===== src/design/gcr_pkg.sv =====
// ----------------------------------------------------------------------------
// gcr_pkg
// Types, constants and the 5-to-4 code table for the GCR track deframer.
// ----------------------------------------------------------------------------
package gcr_pkg;

    localparam int unsigned GROUP_W    = 7;
    localparam int unsigned BLK_CNT_W  = 10;
    localparam int unsigned IDX_W      = 9;
    localparam int unsigned BIT_CNT_W  = 4;
    localparam int unsigned CFG_IDX_W  = 1;

    localparam logic [GROUP_W-1:0] HEADER_GROUPS_RST = 7'd2;
    localparam logic [GROUP_W-1:0] DATA_GROUPS_RST   = 7'd65;

    localparam logic [7:0] SYNC_BYTE = 8'hFF;
    localparam logic [7:0] BAD_CODE  = 8'hFF;

    // configuration register indexes
    localparam logic [CFG_IDX_W-1:0] CFG_HEADER_GROUPS = 1'b0;
    localparam logic [CFG_IDX_W-1:0] CFG_DATA_GROUPS   = 1'b1;

    typedef enum logic [2:0] {
        MODE_HSYNC = 3'd0,
        MODE_HBLK  = 3'd1,
        MODE_HGAP  = 3'd2,
        MODE_DSYNC = 3'd3,
        MODE_DBLK  = 3'd4,
        MODE_DGAP  = 3'd5
    } t_gcr_mode;

    typedef struct packed {
        logic [7:0] raw_byte;
        logic       track_end;
    } t_gcr_in;

    typedef struct packed {
        logic [7:0]       decoded_byte;
        logic             in_data_block;
        logic [IDX_W-1:0] byte_index;
        logic             block_last;
        logic             code_error;
    } t_gcr_out;

    // 5-bit gcr code to nibble, BAD_CODE for codes that are not used
    function automatic logic [7:0] gcr_nibble(input logic [4:0] code);
        logic [7:0] nib;
        begin
            case (code)
                5'h09: nib = 8'h08;
                5'h0A: nib = 8'h00;
                5'h0B: nib = 8'h01;
                5'h0D: nib = 8'h0C;
                5'h0E: nib = 8'h04;
                5'h0F: nib = 8'h05;
                5'h12: nib = 8'h02;
                5'h13: nib = 8'h03;
                5'h15: nib = 8'h0F;
                5'h16: nib = 8'h06;
                5'h17: nib = 8'h07;
                5'h19: nib = 8'h09;
                5'h1A: nib = 8'h0A;
                5'h1B: nib = 8'h0B;
                5'h1D: nib = 8'h0D;
                5'h1E: nib = 8'h0E;
                default: nib = BAD_CODE;
            endcase
            return nib;
        end
    endfunction

endpackage


===== src/design/gcr_track_deframe_decode_core.sv =====
// ----------------------------------------------------------------------------
// gcr_track_deframe_decode_core
// Deframes a raw GCR track byte stream and decodes header and data blocks.
// ----------------------------------------------------------------------------
// Usage:
//   Input channel i_in_valid / o_in_stall / i_in carries one raw track word
//   (raw_byte plus a track_end mark). Output channel o_out_valid / i_out_stall
//   / o_out carries one decoded byte with its block flags and index.
//   Config: pulse i_cfg_we with i_cfg_idx / i_cfg_data while the block is
//   idle to set header and data block lengths in 5-byte groups.
// Timing:
//   one input word per cycle while o_in_stall is low. A decoded byte goes
//   to o_out through the result register, or the skid register on a stall.
//   Decode is a single registered pass: mode and bit buffer update and table
//   lookup all happen between the input handshake and the result register.
// Stall:
//   a result register plus a one-word skid register sit on the output; the
//   input is stalled only while the skid register holds a word, so a stalled
//   receiver costs at most one extra buffered result.
// Reset:
//   synchronous, active low; returns to header sync, clears counters and the
//   bit buffer, and loads the default block lengths (10 and 325 bytes).
// ----------------------------------------------------------------------------
module gcr_track_deframe_decode_core
    import gcr_pkg::*;
(
    input  logic                 i_clk,
    input  logic                 i_rst_n,
    input  logic                 i_in_valid,
    output logic                 o_in_stall,
    input  t_gcr_in              i_in,
    output logic                 o_out_valid,
    input  logic                 i_out_stall,
    output t_gcr_out             o_out,
    input  logic                 i_cfg_we,
    input  logic [CFG_IDX_W-1:0] i_cfg_idx,
    input  logic [GROUP_W-1:0]   i_cfg_data
);

    logic [GROUP_W-1:0]   r_header_groups;
    logic [GROUP_W-1:0]   r_data_groups;
    t_gcr_mode            r_mode, n_mode;
    logic [BLK_CNT_W-1:0] r_blk_cnt, n_blk_cnt;
    logic [7:0]           r_bit_buf, n_bit_buf;
    logic [BIT_CNT_W-1:0] r_bit_cnt, n_bit_cnt;
    logic [IDX_W-1:0]     r_out_cnt, n_out_cnt;
    logic                 r_out_v;
    t_gcr_out             r_out;
    logic                 r_skid_v;
    t_gcr_out             r_skid;

    logic                 accept;
    logic                 in_blk;
    logic                 is_sync;
    logic                 is_data;
    logic                 blk_end;
    logic                 produce;
    logic [BLK_CNT_W-1:0] base_blk_cnt;
    logic [7:0]           base_bit_buf;
    logic [BIT_CNT_W-1:0] base_bit_cnt;
    logic [IDX_W-1:0]     base_out_cnt;
    logic [BLK_CNT_W-1:0] blk_len;
    logic [GROUP_W-1:0]   groups;
    logic [15:0]          buf16;
    logic [BIT_CNT_W:0]   cnt_sum;
    logic [BIT_CNT_W:0]   shamt;
    logic [15:0]          shifted;
    logic [9:0]           pair;
    logic [7:0]           hi_nib;
    logic [7:0]           lo_nib;
    logic [7:0]           keep_mask;
    logic                 res_v;
    t_gcr_out             res;
    logic                 out_free;

    assign accept      = i_in_valid && !o_in_stall;
    assign o_in_stall  = r_skid_v;
    assign o_out_valid = r_out_v;
    assign o_out       = r_out;
    assign out_free    = !r_out_v || !i_out_stall;

    // block byte datapath
    always_comb begin
        is_sync = (r_mode == MODE_HSYNC) || (r_mode == MODE_DSYNC);
        is_data = (r_mode == MODE_DSYNC) || (r_mode == MODE_DBLK);
        in_blk  = (r_mode == MODE_HBLK) || (r_mode == MODE_DBLK) ||
                  (is_sync && (i_in.raw_byte != SYNC_BYTE));

        // entering a block from sync starts from a clean buffer
        base_blk_cnt = is_sync ? '0 : r_blk_cnt;
        base_bit_buf = is_sync ? '0 : r_bit_buf;
        base_bit_cnt = is_sync ? '0 : r_bit_cnt;
        base_out_cnt = is_sync ? '0 : r_out_cnt;

        groups  = is_data ? r_data_groups : r_header_groups;
        blk_len = {1'b0, groups, 2'b00} + {3'b000, groups};

        buf16   = {base_bit_buf, i_in.raw_byte};
        cnt_sum = {1'b0, base_bit_cnt} + (BIT_CNT_W+1)'(8);
        produce = (cnt_sum >= (BIT_CNT_W+1)'(10));
        shamt   = cnt_sum - (BIT_CNT_W+1)'(10);
        shifted = buf16 >> shamt;
        pair    = shifted[9:0];
        hi_nib  = gcr_nibble(pair[9:5]);
        lo_nib  = gcr_nibble(pair[4:0]);
        keep_mask = (8'd1 << shamt) - 8'd1;

        n_blk_cnt = base_blk_cnt + BLK_CNT_W'(1);
        blk_end   = in_blk && (n_blk_cnt >= blk_len);

        res_v              = in_blk && produce;
        res.decoded_byte   = {hi_nib[3:0], 4'h0} | lo_nib;
        res.in_data_block  = is_data;
        res.byte_index     = base_out_cnt;
        res.block_last     = blk_end;
        res.code_error     = (hi_nib == BAD_CODE) || (lo_nib == BAD_CODE);

        if (produce) begin
            n_bit_buf = buf16[7:0] & keep_mask;
            n_bit_cnt = shamt[BIT_CNT_W-1:0];
            n_out_cnt = base_out_cnt + IDX_W'(1);
        end else begin
            n_bit_buf = buf16[7:0];
            n_bit_cnt = cnt_sum[BIT_CNT_W-1:0];
            n_out_cnt = base_out_cnt;
        end
    end

    // mode sequencing
    always_comb begin
        case (r_mode)
            MODE_HSYNC: n_mode = in_blk ? MODE_HBLK : MODE_HSYNC;
            MODE_DSYNC: n_mode = in_blk ? MODE_DBLK : MODE_DSYNC;
            MODE_HBLK:  n_mode = MODE_HBLK;
            MODE_DBLK:  n_mode = MODE_DBLK;
            MODE_HGAP:  n_mode = (i_in.raw_byte == SYNC_BYTE) ? MODE_DSYNC : MODE_HGAP;
            MODE_DGAP:  n_mode = (i_in.raw_byte == SYNC_BYTE) ? MODE_HSYNC : MODE_DGAP;
            default:    n_mode = MODE_HSYNC;
        endcase
        if (blk_end) begin
            n_mode = is_data ? MODE_DGAP : MODE_HGAP;
        end
        if (i_in.track_end) begin
            n_mode = MODE_HSYNC;
        end
    end

    always_ff @(posedge i_clk) begin
        if (!i_rst_n) begin
            r_header_groups <= HEADER_GROUPS_RST;
            r_data_groups   <= DATA_GROUPS_RST;
        end else if (i_cfg_we) begin
            case (i_cfg_idx)
                CFG_HEADER_GROUPS: r_header_groups <= i_cfg_data;
                CFG_DATA_GROUPS:   r_data_groups   <= i_cfg_data;
                default: ;
            endcase
        end
    end

    always_ff @(posedge i_clk) begin
        if (!i_rst_n) begin
            r_mode    <= MODE_HSYNC;
            r_blk_cnt <= '0;
            r_bit_buf <= '0;
            r_bit_cnt <= '0;
            r_out_cnt <= '0;
        end else if (accept) begin
            r_mode <= n_mode;
            if (blk_end || i_in.track_end || !in_blk) begin
                // gaps and syncs leave counters at zero
                r_blk_cnt <= '0;
                r_bit_buf <= '0;
                r_bit_cnt <= '0;
                r_out_cnt <= '0;
            end else begin
                r_blk_cnt <= n_blk_cnt;
                r_bit_buf <= n_bit_buf;
                r_bit_cnt <= n_bit_cnt;
                r_out_cnt <= n_out_cnt;
            end
        end
    end

    // result register with one-word skid
    always_ff @(posedge i_clk) begin
        if (!i_rst_n) begin
            r_out_v  <= 1'b0;
            r_skid_v <= 1'b0;
        end else if (out_free) begin
            if (r_skid_v) begin
                r_out_v  <= 1'b1;
                r_skid_v <= 1'b0;
            end else begin
                r_out_v <= accept && res_v;
            end
        end else if (accept && res_v) begin
            r_skid_v <= 1'b1;
        end
    end

    always_ff @(posedge i_clk) begin
        if (out_free) begin
            r_out <= r_skid_v ? r_skid : res;
        end else if (accept && res_v) begin
            r_skid <= res;
        end
    end

`ifndef SYNTHESIS
    a_skid_needs_out: assert property (@(posedge i_clk) disable iff (!i_rst_n)
        r_skid_v |-> r_out_v)
        else $error("skid word held with empty result register");

    a_skid_on_stall: assert property (@(posedge i_clk) disable iff (!i_rst_n)
        $rose(r_skid_v) |-> $past(r_out_v && i_out_stall))
        else $error("skid filled while result register was free");

    a_bit_cnt_range: assert property (@(posedge i_clk) disable iff (!i_rst_n)
        (r_bit_cnt[0] == 1'b0) && (r_bit_cnt <= BIT_CNT_W'(8)))
        else $error("bit count out of range");

    a_sync_clean: assert property (@(posedge i_clk) disable iff (!i_rst_n)
        (r_mode == MODE_HSYNC || r_mode == MODE_DSYNC || r_mode == MODE_HGAP ||
         r_mode == MODE_DGAP) |-> (r_blk_cnt == '0 && r_bit_cnt == '0 && r_out_cnt == '0))
        else $error("block counters not cleared outside a block");
`endif

endmodule

===== config.mk =====
export PLATFORM = sky130hd
export DESIGN_NAME = gcr_track_deframe_decode_core
export DESIGN_NICKNAME = d
export VERILOG_FILES = /design/src/design/gcr_pkg.sv /design/src/design/gcr_track_deframe_decode_core.sv
export SDC_FILE = /design/constraint.sdc
export NUM_CORES = 1
export LEC_CHECK = 0
export BUFFER_PORTS_ARGS = -buffer_cell sky130_fd_sc_hd__clkbuf_2
export CAP_MARGIN = 10
export CORE_MARGIN = 4
export CORE_UTILIZATION = 50
export CTS_BUF_LIST = sky130_fd_sc_hd__clkbuf_4
export CTS_CLUSTER_SIZE = 28
export DETAILED_ROUTE_END_ITERATION = 7
export PLACE_DENSITY = 0.71
export SLEW_MARGIN = 20
export SYNTH_ARGS = -nofsm -noshare
export SYNTH_HDL_FRONTEND = slang
export SYNTH_SLANG_ARGS = --single-unit

===== constraint.sdc =====
create_clock -name i_clk -period 4.5 [get_ports i_clk]
set_clock_uncertainty 0.15 [all_clocks]
set_input_delay 0.225 -clock i_clk [delete_from_list [all_inputs] [get_ports i_clk]]
set_output_delay 0.225 -clock i_clk [all_outputs]
set_load 0.02 [all_outputs]

==> key figures, run 1 <==
Synthesis
  • Fraction of registers with async set or reset after synthesis: 0
  • Mapped cell area: 6200 um2
  • Syn Area/Cell: 9.16 um2
  • Cells after synthesis: 677
  • Synthesized Nets: 724
  • Post-synth EDFFs: 40
  • Synth cell types: 75
  • Flop and latch count out of synthesis: 90
  • Synth Flop Type: dfxtp_1
  • Total of warnings raised by yosys: 0
  • Sequential fraction of the synthesis area: 0.355

Timing
  • Max-slew headroom: 0.345
  • F_max: 0.230 GHz
  • Final setup vio count: 0
  • Final worst setup slack: 149 ps
  • Slew @ Worst Pin: 983 ps
  • Pins Over Slew Limit: 0
  • Hold Fails Final Rpt: 0
  • Fin crit share: 0.967
  • Final hold slack: 96.8 ps
  • Final min period: 4350 ps

GRT
  • First-pass GRT wire length: 25300 um
  • Vias in the first global route: 5118
  • Largest net degree at the start of global routing: 59
  • Gr ovfl total: 0
  • GR Util All Layers: 0.213
  • Initial antenna violation count: 0

Detailed routing
  • Drt pass-1 iters: 5
  • DR DRC count: 0
  • Initial DRC count: 499
  • WL met1: 6990 um
  • Via density: 6.01
  • DR WL met2: 6950 um
  • Post-Route WL: 15200 um
  • DR vias: 5425
  • Top Layer Used: met4
  • Met3 Wirelength: 934 um
  • Wire per inst: 16.8 um
  • Post-route ant nets: 0

Flow run
  • Max-Cap Viols: 0

Final layout
  • Layout cell share with drive strength beyond 1: 0.197
  • Ant diodes: 0
  • Fin util: 0.584
  • Layout area overhead: 13.5%
  • Most common cell after layout, fill and taps aside: nand2_1
  • Fin nets: 777
  • Most frequent cells in the layout: nand2_1, dfxtp_1, clkbuf_2, nand3_1, edfxtp_1

CTS
  • Clock latency reported for the late side of the worst-skew pair: 470 ps
  • CTS tree: yes
  • Clk buf depth: 2
  • Total CTS buffers: 9
  • Sink Count: 90
  • Clock Root Buffer: clkbuf_4
  • # H-tree levels: 3
  • Reg clk slew, reported paths: 140 ps

Worst setup path
  • Worst Path Required: 4580 ps
  • Setup CP Type: reg -> reg
  • Crit-path cells: buf_4 > xor2_2 > nor2_1 > nor2_4 > inv_2 > ha_2 > ha_1 > buf_4 > nor2b_1 > o2111ai_1 > o211a_1 > ha_1 > o41ai_1 > nand4b_1 > o22ai_1 > mux2_2
  • Delay-heaviest family, CP: compound AO/OA/AOI/OAI gates
  • CP peak stage delay: 460 ps
  • Worst setup SP type: flop
  • WP depth: 16
  • Buf/Inv on CP: 3
  • Worst Reg-to-Reg Cells: 16
  • CP Max Fanout: 17
  • Slowest CP cell: o41ai_1
  • Worst Path Arrival: 4430 ps
  • Worst setup EP type: flop

Place
  • Port bufs: 43
  • Global placement routability congestion: 0.912
  • Post-Place Worst Slack: 43.6 ps
  • Detail Placement HPWL: 10500 um

Die
  • Boundary Pins: 44
  • Die height: 119 um
  • CORE AREA: 12100 um2
  • Die width: 119 um
  • Die outline area: 14300 um2
  • Starting Density: 0.514
  • FP Rows: 40

Power
  • Pwr Total: 1490 uW
  • Peak VDD IR: 181 uV
  • Leak pwr: 0.00263 uW
  • Pwr dens: 211 nW/um2

Run status
  • Outcome: finished, final reports clean

Min path
  • Hold Path Class: in -> reg
  • Hold depth: 4
## synthesized netlist by cell type (all sizes together) (3+ instances only)
master / n / area (um2)
o31ai: 6 / 45.0
mux2i: 29 / 290
a22oi: 8 / 60.1
edfxtp: 40 / 1200
ha: 24 / 300
dfxtp: 50 / 1000
a21o: 9 / 67.6
mux4: 5 / 113
nor3b: 4 / 30.0
o22ai: 4 / 25.0
nor4: 4 / 25.0
nor2: 28 / 113
xor2: 11 / 104
buf: 20 / 116
o311a: 5 / 50.1
a31oi: 4 / 25.0
and3: 9 / 56.3
or4: 3 / 22.5
o21ai: 23 / 115
nand2: 77 / 289
a21oi: 21 / 105
nor2b: 18 / 113
nand4: 10 / 62.6
and2: 17 / 106
o211ai: 9 / 72.6
a2111oi: 3 / 38.8
mux2: 23 / 259
xnor2: 12 / 105
a32oi: 5 / 43.8
a21boi: 25 / 199
nand3: 41 / 205
nand3b: 4 / 30.0
clkbuf: 29 / 109
nor4bb: 3 / 30.0
nor3: 9 / 45.0
o221ai: 4 / 35.0
or3: 5 / 31.3
o2111ai: 8 / 76.3
inv: 21 / 78.8
nand2b: 10 / 62.6
## logic make-up after synthesis
family | count (synthesis) | synth area share
buf+inv | 70 | 0.0490
fa+ha+maj | 27 | 0.0549
xor+xnor | 23 | 0.0337
compound gates | 164 | 0.199
flops | 90 | 0.355
mux | 57 | 0.107
simple gates | 246 | 0.202
## final timing paths
check | startpoint | endpoint | slack [ps]
worst max-delay path | r_mode[1]$_SDFFE_PN0P_ | o_out[0]$_DFFE_PP_ | 150
worst min-delay path | i_in[0] | r_mode[1]$_SDFFE_PN0P_ | 100
worst max register to register | r_mode[1]$_SDFFE_PN0P_ | o_out[0]$_DFFE_PP_ | 150
worst min register to register | r_out_cnt[8]$_SDFFE_PN0P_ | r_out_cnt[8]$_SDFFE_PN0P_ | 320
## through the flow
| stage | setup TNS [ps] | area, um2 | std cells |
|---|---|---|---|
| after global placement | 0 | 6640 | 865 |
| after detailed placement | 0 | 6640 | 865 |
| final | 0 | 7040 | 903 |
| after floorplan | 0 | 6230 | 677 |
| after global routing | -5.25 | 7040 | 903 |
| after CTS | 0 | 6950 | 900 |
## area by class of cell
class                   instances  area (um2)
fillers                      1015        5020
multi-input cells             517        3760
inverters                      21        78.8
flip-flops and latches         90        2210
well taps                     168         210
clock inverters                 6        51.3
clock buffers                  10        75.1
repair buffers                 91         653
## routing by layer
| metal | vias to the layer above | track usage |
|---|---|---|
| li1 | 2626 | - |
| met1 | 2570 | 0.299 |
| met2 | 200 | 0.329 |
| met3 | 29 | 0.0437 |
| met4 | 0 | 0.0716 |
| met5 | - | 0 |
## sequential cells by signal, indices dropped and copies added (netlist names)
register         count
r_header_groups      7
r_skid              20
o_in_stall           1
r_mode               3
r_bit_buf            8
r_bit_cnt            4
o_out_valid          1
r_data_groups        7
o_out               20
r_blk_cnt           10
r_out_cnt            9
## what timing repair did
action,in CTS,in global routing
hold buffers,19,0
gates resized for setup,0,17
endpoints found under the setup margin,0,38
buffers inserted,0,2
endpoints found under the hold margin,22,0
## worst min-delay path, stage by stage
cell and delay (ps):
clkbuf_2 190, nor3_1 70, a21oi_1 140, nor3b_1 50
## where the power goes
group          switching (uW)  internal [uW]
clock network             287            128
logic                     117           84.5
registers                12.9            859
Power figures use the tool's default switching activity.
==> run 2: changes to the inputs <==
--- a/config.mk
+++ b/config.mk
@@ -12,2 +12,3 @@
 export CTS_BUF_LIST = sky130_fd_sc_hd__clkbuf_4
+export CTS_CLUSTER_DIAMETER = 100
 export CTS_CLUSTER_SIZE = 28
==> constraint.sdc (replaced) <==
create_clock -name i_clk -period 4.5 [get_ports i_clk]
set_clock_uncertainty 0.15 [all_clocks]
set_input_delay 0.45 -clock i_clk [delete_from_list [all_inputs] [get_ports i_clk]]
set_output_delay 0.45 -clock i_clk [all_outputs]
set_load 0.02 [all_outputs]
==> run 2 against run 1 <==
Count of clock-buffer cells in the layout unchanged. Sequential share of layout area increased by 0.87 points. Sequential cell count unchanged. Largest cell class unchanged. Final area decreased by 2.7%. Register-to-register slack improved by 20 ps. Setup slack improved by 16 ps. Highest routed layer unchanged. Clock power about the same.
==> key figures, run 2 (synthesis results as in run 1) <==
Timing
  • Max-slew headroom: 0.363 (+0.0183)
  • Final worst setup slack: 165 ps (+16.1 ps)
  • Slew @ Worst Pin: 955 ps (-27.5 ps)
  • Pins Over Slew Limit: 0 (unchanged)
  • Fin crit share: 0.963 (-0.00357)
  • F_max: 0.231 GHz (+0.37%)
  • Final min period: 4330 ps (-16.1 ps)
  • Final hold slack: 45.7 ps (-51.1 ps)
  • Final setup vio count: 0 (unchanged)
  • Hold Fails Final Rpt: 0 (unchanged)

Worst setup path
  • Setup CP Type: reg -> reg
  • Worst Path Required: 4740 ps (+160 ps)
  • Worst Path Arrival: 4580 ps (+150 ps)
  • Worst setup EP type: flop
  • Buf/Inv on CP: 2 (-1)
  • CP peak stage delay: 450 ps (about the same)
  • CP Max Fanout: 17 (unchanged)
  • Crit path launch: r_mode[1]$_SDFFE_PN0P_
  • Crit-path cells: nand2_1 > o22a_4 > mux2_4 > ha_2 > fa_2 > maj3_2 > a21oi_2 > xnor2_1 > ha_1 > o21a_1 > o211ai_1 > nor2_2 > a2111oi_4 > buf_4 > clkbuf_16 > nand3_1 > a21boi_0
  • Delay-heaviest family, CP: compound AO/OA/AOI/OAI gates
  • Worst setup SP type: flop
  • Slowest CP cell: a2111oi_4
  • R2r startpoint: r_mode[1]$_SDFFE_PN0P_

Min path
  • HP Start: i_cfg_data[1]
  • Hold Path Class: in -> reg

Die
  • Starting Density: 0.514 (unchanged)
  • Die height: 119 um (unchanged)
  • Boundary Pins: 44 (unchanged)
  • CORE AREA: 12100 um2 (unchanged)
  • Die width: 119 um (unchanged)
  • FP Rows: 40 (unchanged)
  • Die outline area: 14300 um2 (unchanged)

CTS
  • Sink Count: 90 (unchanged)
  • Reg clk slew, reported paths: 150 ps (about the same)
  • CTS tree: yes
  • Quantity of hold-fixing buffers added after cts: 0 (-19)
  • Clock latency reported for the late side of the worst-skew pair: 470 ps (about the same)
  • Total CTS buffers: 9 (unchanged)
  • Clk buf depth: 2 (unchanged)
  • Clock Root Buffer: clkbuf_4
  • # H-tree levels: 3 (unchanged)

Detailed routing
  • Drt pass-1 iters: 5 (unchanged)
  • Post-Route WL: 14800 um (-2.3%)
  • DR vias: 5331 (-1.7%)
  • Initial DRC count: 475 (-4.8%)
  • Post-route ant nets: 0 (unchanged)
  • Wire per inst: 16.8 um (-0.19%)
  • Via density: 6.03 (+0.38%)
  • DR DRC count: 0 (unchanged)

GRT
  • Vias in the first global route: 5035 (-1.6%)
  • Largest net degree at the start of global routing: 59 (unchanged)
  • First-pass GRT wire length: 24800 um (-1.7%)
  • GR Util All Layers: 0.209 (-0.00366)
  • Initial antenna violation count: 0 (unchanged)
  • Gr ovfl total: 0 (unchanged)

Place
  • Post-Place Worst Slack: 43.6 ps (unchanged)
  • Port bufs: 43 (unchanged)
  • Global placement routability congestion: 0.912 (unchanged)
  • Dpl cell area: 6640 um2 (unchanged)
  • Detail Placement HPWL: 10500 um (unchanged)

Flow run
  • Max-Cap Viols: 0 (unchanged)

Final layout
  • Ant diodes: 0 (unchanged)
  • Layout area overhead: 10.4%
  • Layout cell share with drive strength beyond 1: 0.203 (+0.00524)
  • Fin nets: 758 (-2.4%)
  • Fin util: 0.568 (-0.0158)
  • Most frequent cells in the layout: nand2_1, dfxtp_1, clkbuf_2, nand3_1, edfxtp_1
  • Post-route cell area: 6850 um2 (-2.7%)
  • Most common cell after layout, fill and taps aside: nand2_1

Power
  • Pwr dens: 215 nW/um2 (+1.8%)
  • Leak pwr: 0.00256 uW (-2.9%)
  • Pwr Total: 1470 uW (-0.92%)
  • Peak VDD IR: 181 uV (about the same)

Run status
  • Outcome: finished, final reports clean
run 2: layer usage:
| layer | track usage | up-vias | share of wire |
|---|---|---|---|
| met3 | 0.0446 | 26 | 0.065 |
| met1 | 0.296 | 2529 | 0.47 |
| li1 | - | 2591 | - |
| met4 | 0.0716 | 0 | 0.019 |
| met2 | 0.319 | 185 | 0.45 |
| met5 | 0 | - | 0 |
run 2: what timing repair did:
item	4_1_cts	5_1_grt
setup endpoints to repair	0	38
gates resized for setup	0	17
buffers inserted	0	2
run 2: layout make-up:
cell class                      count  area [um2]
Tap cell                          168         210
Clock inverter                      6        51.3
Clock buffer                       10        75.1
Inverter                           21        78.8
Sequential cell                    90        2210
Fill cell                        1042        5210
Multi-Input combinational cell    517        3760
Timing Repair Buffer               72         463
run 2: worst paths after layout:
path | to | slack (ps) | cells after the start
setup / recovery | r_blk_cnt[1]$_SDFFE_PN0P_ | 170 | 17
hold / removal | r_header_groups[1]$_SDFFE_PN1P_ | 50 | 3
setup reg to reg | r_blk_cnt[1]$_SDFFE_PN0P_ | 170 | 17
hold reg to reg | r_out_cnt[8]$_SDFFE_PN0P_ | 330 | 1
run 2: tightest hold or removal path: stages:
cell	delay, ps
clkbuf_2	90
mux2i_1	60
nand2_1	50
run 2: through the flow:
| stage | std cells | setup TNS, ps |
|---|---|---|
| 3_5_place_dp | 865 | 0 |
| 6_report | 884 | 0 |
| 3_3_place_gp | 865 | 0 |
| 2_1_floorplan | 677 | 0 |
| 4_1_cts | 881 | 0 |
| 5_1_grt | 884 | -5.39 |
run 2: report_power, final:
part / leakage (uW) / switching (uW) / internal (uW)
Sequential: 0.000833 / 12.6 / 859
Combinational: 0.00165 / 113 / 74.0
Clock: 0.0000729 / 287 / 128
Total: 0.00256 / 413 / 1060
==> run 3: changes to the inputs <==
Settings changed: CORE_UTILIZATION 50 to 57, GPL_TIMING_DRIVEN from default to 0, PLACE_DENSITY 0.71 to 0.79.
==> run 3 against run 2 <==
Global-route usage increased by 8.2 points. Routed wire length increased by 27%. Clock power increased by 13%. Worst hold slack improved by 5.9 ps. Die area decreased by 11%. Non-clock buffer count increased by 47. Combinational power increased by 30%. Sequential cell count unchanged. Via count increased by 11%. Critical path type unchanged.
==> key figures, run 3 (synthesis results as in run 1) <==
Run status
  • Outcome: finished, final reports clean

Worst setup path
  • WP depth: 22 (+5)
  • Setup CP Type: reg -> reg
  • Delay-heaviest family, CP: compound AO/OA/AOI/OAI gates
  • Worst Path Required: 4760 ps (+20 ps)
  • Crit path to: r_bit_buf[7]$_SDFFE_PN0P_
  • Worst R2R Setup Slack: 3 ps (-160 ps)
  • Worst Path Arrival: 4760 ps (+180 ps)
  • FF-to-FF End: r_bit_buf[7]$_SDFFE_PN0P_
  • Worst setup SP type: flop
  • Worst Reg-to-Reg Cells: 22 (+5)
  • CP Max Fanout: 8 (-9)
  • R2r startpoint: r_mode[1]$_SDFFE_PN0P_
  • Most common cell on crit path: buf_6
  • Slowest CP cell: dfxtp_4
  • Buf/Inv on CP: 6 (+4)
  • Worst setup EP type: flop
  • Crit path launch: r_mode[1]$_SDFFE_PN0P_
  • Crit-path cells: buf_6 > buf_6 > o22a_1 > buf_6 > mux2i_4 > inv_2 > ha_4 > a21o_1 > maj3_2 > and2_4 > o2bb2ai_2 > o21ai_1 > o221ai_1 > ha_1 > o21a_1 > o211ai_1 > nor2_2 > a2111oi_4 > buf_6 > clkbuf_16 > o2111ai_4 > a21boi_2
  • CP peak stage delay: 420 ps (-30 ps)

GRT
  • GR Layer Usage met3: 0.0523 (+0.00766)
  • Largest net degree at the start of global routing: 22 (-63%)
  • Vias in the first global route: 5679 (+13%)
  • Gr ovfl total: 0 (unchanged)
  • Initial antenna violation count: 1 (+1)
  • M1 GR Usage: 0.403 (+0.107)
  • Met2 Use GR: 0.469 (+0.150)
  • First-pass GRT wire length: 29700 um (+20%)
  • GRT Max-Usage Layer: met2
  • GR Util All Layers: 0.291 (+0.0818)

Final layout
  • Fin util: 0.708 (+0.140)
  • Layout area overhead: 19.5%
  • Most frequent cells in the layout: nand2_1, dfxtp_1, clkbuf_2, edfxtp_1, nand3_1
  • Fill cells: 775 (-26%)
  • Layout cell share with drive strength beyond 1: 0.263 (+0.0609)
  • Most common cell after layout, fill and taps aside: nand2_1
  • Fin nets: 805 (+6.2%)

Place
  • Post-Place Worst Slack: -772 ps (-816 ps)
  • Port bufs: 41 (-4.7%)
  • Detail Placement HPWL: 13000 um (+24%)
  • Global placement routability congestion: 0.949 (+4.1%)

Die
  • Die width: 112 um (-5.9%)
  • Die height: 112 um (-5.9%)
  • FP Rows: 37 (-7.5%)
  • Starting Density: 0.593 (+0.0786)
  • Boundary Pins: 44 (unchanged)
  • CORE AREA: 10500 um2 (-13%)
  • Die outline area: 12600 um2 (-11%)

Detailed routing
  • Via density: 6.60 (+9.4%)
  • DR vias: 5937 (+11%)
  • Post-route ant nets: 0 (unchanged)
  • Drt pass-1 iters: 5 (unchanged)
  • Wire per inst: 20.9 um (+24%)
  • Post-Route WL: 18800 um (+27%)
  • DR DRC count: 0 (unchanged)
  • Initial DRC count: 576 (+21%)

CTS
  • Sink Count: 90 (unchanged)
  • # H-tree levels: 3 (unchanged)
  • Clock Root Buffer: clkbuf_4
  • CTS tree: yes
  • Quantity of hold-fixing buffers added after cts: 0 (unchanged)
  • Reg clk slew, reported paths: 180 ps (+30 ps)
  • Clock latency reported for the late side of the worst-skew pair: 470 ps (about the same)
  • Total CTS buffers: 9 (unchanged)
  • Clk buf depth: 2 (unchanged)

Power
  • Switching share of power: 0.310 (+0.0295)
  • Clock share of power: 0.295 (+0.014)
  • Pwr Total: 1580 uW (+7.4%)
  • Sequential share of power: 0.551 (-0.040)
  • Pwr dens: 214 nW/um2 (-0.68%)
  • Leak pwr: 0.00280 uW (+9.4%)
  • Combinational power share: 0.154 (+0.027)
  • Peak VDD IR: 142 uV (-22%)
  • Internal power of the cells: 1090 uW (+3.0%)
  • Sw power: 490 uW (+19%)

Timing
  • Fin crit share: 0.999 (+0.0361)
  • Final setup vio count: 0 (unchanged)
  • Pins Over Slew Limit: 0 (unchanged)
  • Final hold slack: 51.6 ps (+5.90 ps)
  • RSZ-0062 raised after global routing: true
  • Setup TNS Final: 0 ps (unchanged)
  • Hold Fails Final Rpt: 0 (unchanged)
  • F_max: 0.222 GHz (-3.6%)
  • Slew @ Worst Pin: 852 ps (-103 ps)
  • Final worst setup slack: 2.90 ps (-163 ps)
  • Final min period: 4500 ps (+163 ps)
  • Max-slew headroom: 0.430 (+0.0673)

Flow run
  • Max-Cap Viols: 0 (unchanged)

Min path
  • Hold Path Class: in -> reg
==> run 3: cell types whose count changed in the layout (fill, tap and decap cells not counted), sizes merged <==
| cell | previous run | this run |
|---|---|---|
| clkbuf | 54 | 80 |
| buf | 28 | 48 |
| clkinv | 4 | 5 |
| clkinvlp | 0 | 1 |
| diode | 0 | 1 |
| inv | 23 | 22 |
==> run 3: worst min-delay path by stage <==
| stage | from | to | slack (ps) | cells past startpoint |
|---|---|---|---|---|
| after floorplan | r_out_cnt[8]$_SDFFE_PN0P_ | r_out_cnt[8]$_SDFFE_PN0P_ | 270 | 1 |
| after global placement | r_out_cnt[8]$_SDFFE_PN0P_ | r_out_cnt[8]$_SDFFE_PN0P_ | 300 | 1 |
| after detailed placement | r_out_cnt[8]$_SDFFE_PN0P_ | r_out_cnt[8]$_SDFFE_PN0P_ | 310 | 1 |
| after CTS | i_cfg_data[1] | r_header_groups[1]$_SDFFE_PN1P_ | 30 | 3 |
| after global routing | i_cfg_data[1] | r_header_groups[1]$_SDFFE_PN1P_ | 30 | 3 |
| final | i_cfg_data[1] | r_header_groups[1]$_SDFFE_PN1P_ | 50 | 3 |
==> run 3: layer usage <==
layer	up-vias	part of all wire
met3	41	0.090
li1	2701	-
met2	323	0.47
met5	-	0
met4	0	0.022
met1	2872	0.42
==> run 3: through the flow <==
stage / cells / area [um2]
5_1_grt: 900 / 7410
4_1_cts: 888 / 7140
3_3_place_gp: 854 / 6610
3_5_place_dp: 855 / 6620
2_1_floorplan: 677 / 6230
6_report: 900 / 7410
==> run 3: timing repair <==
item                                    in CTS  in global routing
resized for setup                           61                 57
pin swaps                                   22                 25
endpoints found under the setup margin      49                 40
buffers inserted                            14                 12
gates cloned                                 3                  0
==> run 3: layout make-up <==
cell class | instances | area [um2] | share of cell area
well taps | 136 | 170 | 0.0230
inverters | 21 | 82.6 | 0.0111
clock inverters | 7 | 81.3 | 0.0110
repair buffers | 71 | 469 | 0.0633
diodes | 1 | 2.50 | 0.000338
plain buffers | 48 | 322 | 0.0434
flip-flops and latches | 90 | 2210 | 0.298
multi-input cells | 517 | 4000 | 0.540
clock buffers | 9 | 67.6 | 0.00912
==> run 3: worst reg2reg max path, delay by kind of cell (launching register included) <==
family	cells	cell delay [ps]
buf+inv	6	850
flops	1	420
fa+ha+maj	3	850
simple gates	2	250
compound gates	10	1660
mux	1	270
==> run 3: power groups by stage <==
stage,registers (uW),logic (uW),clock network (uW)
after floorplan,886,122,0
after global placement,889,178,0
after detailed placement,890,182,0
after CTS,873,212,463
after global routing,874,259,507
final,872,244,467
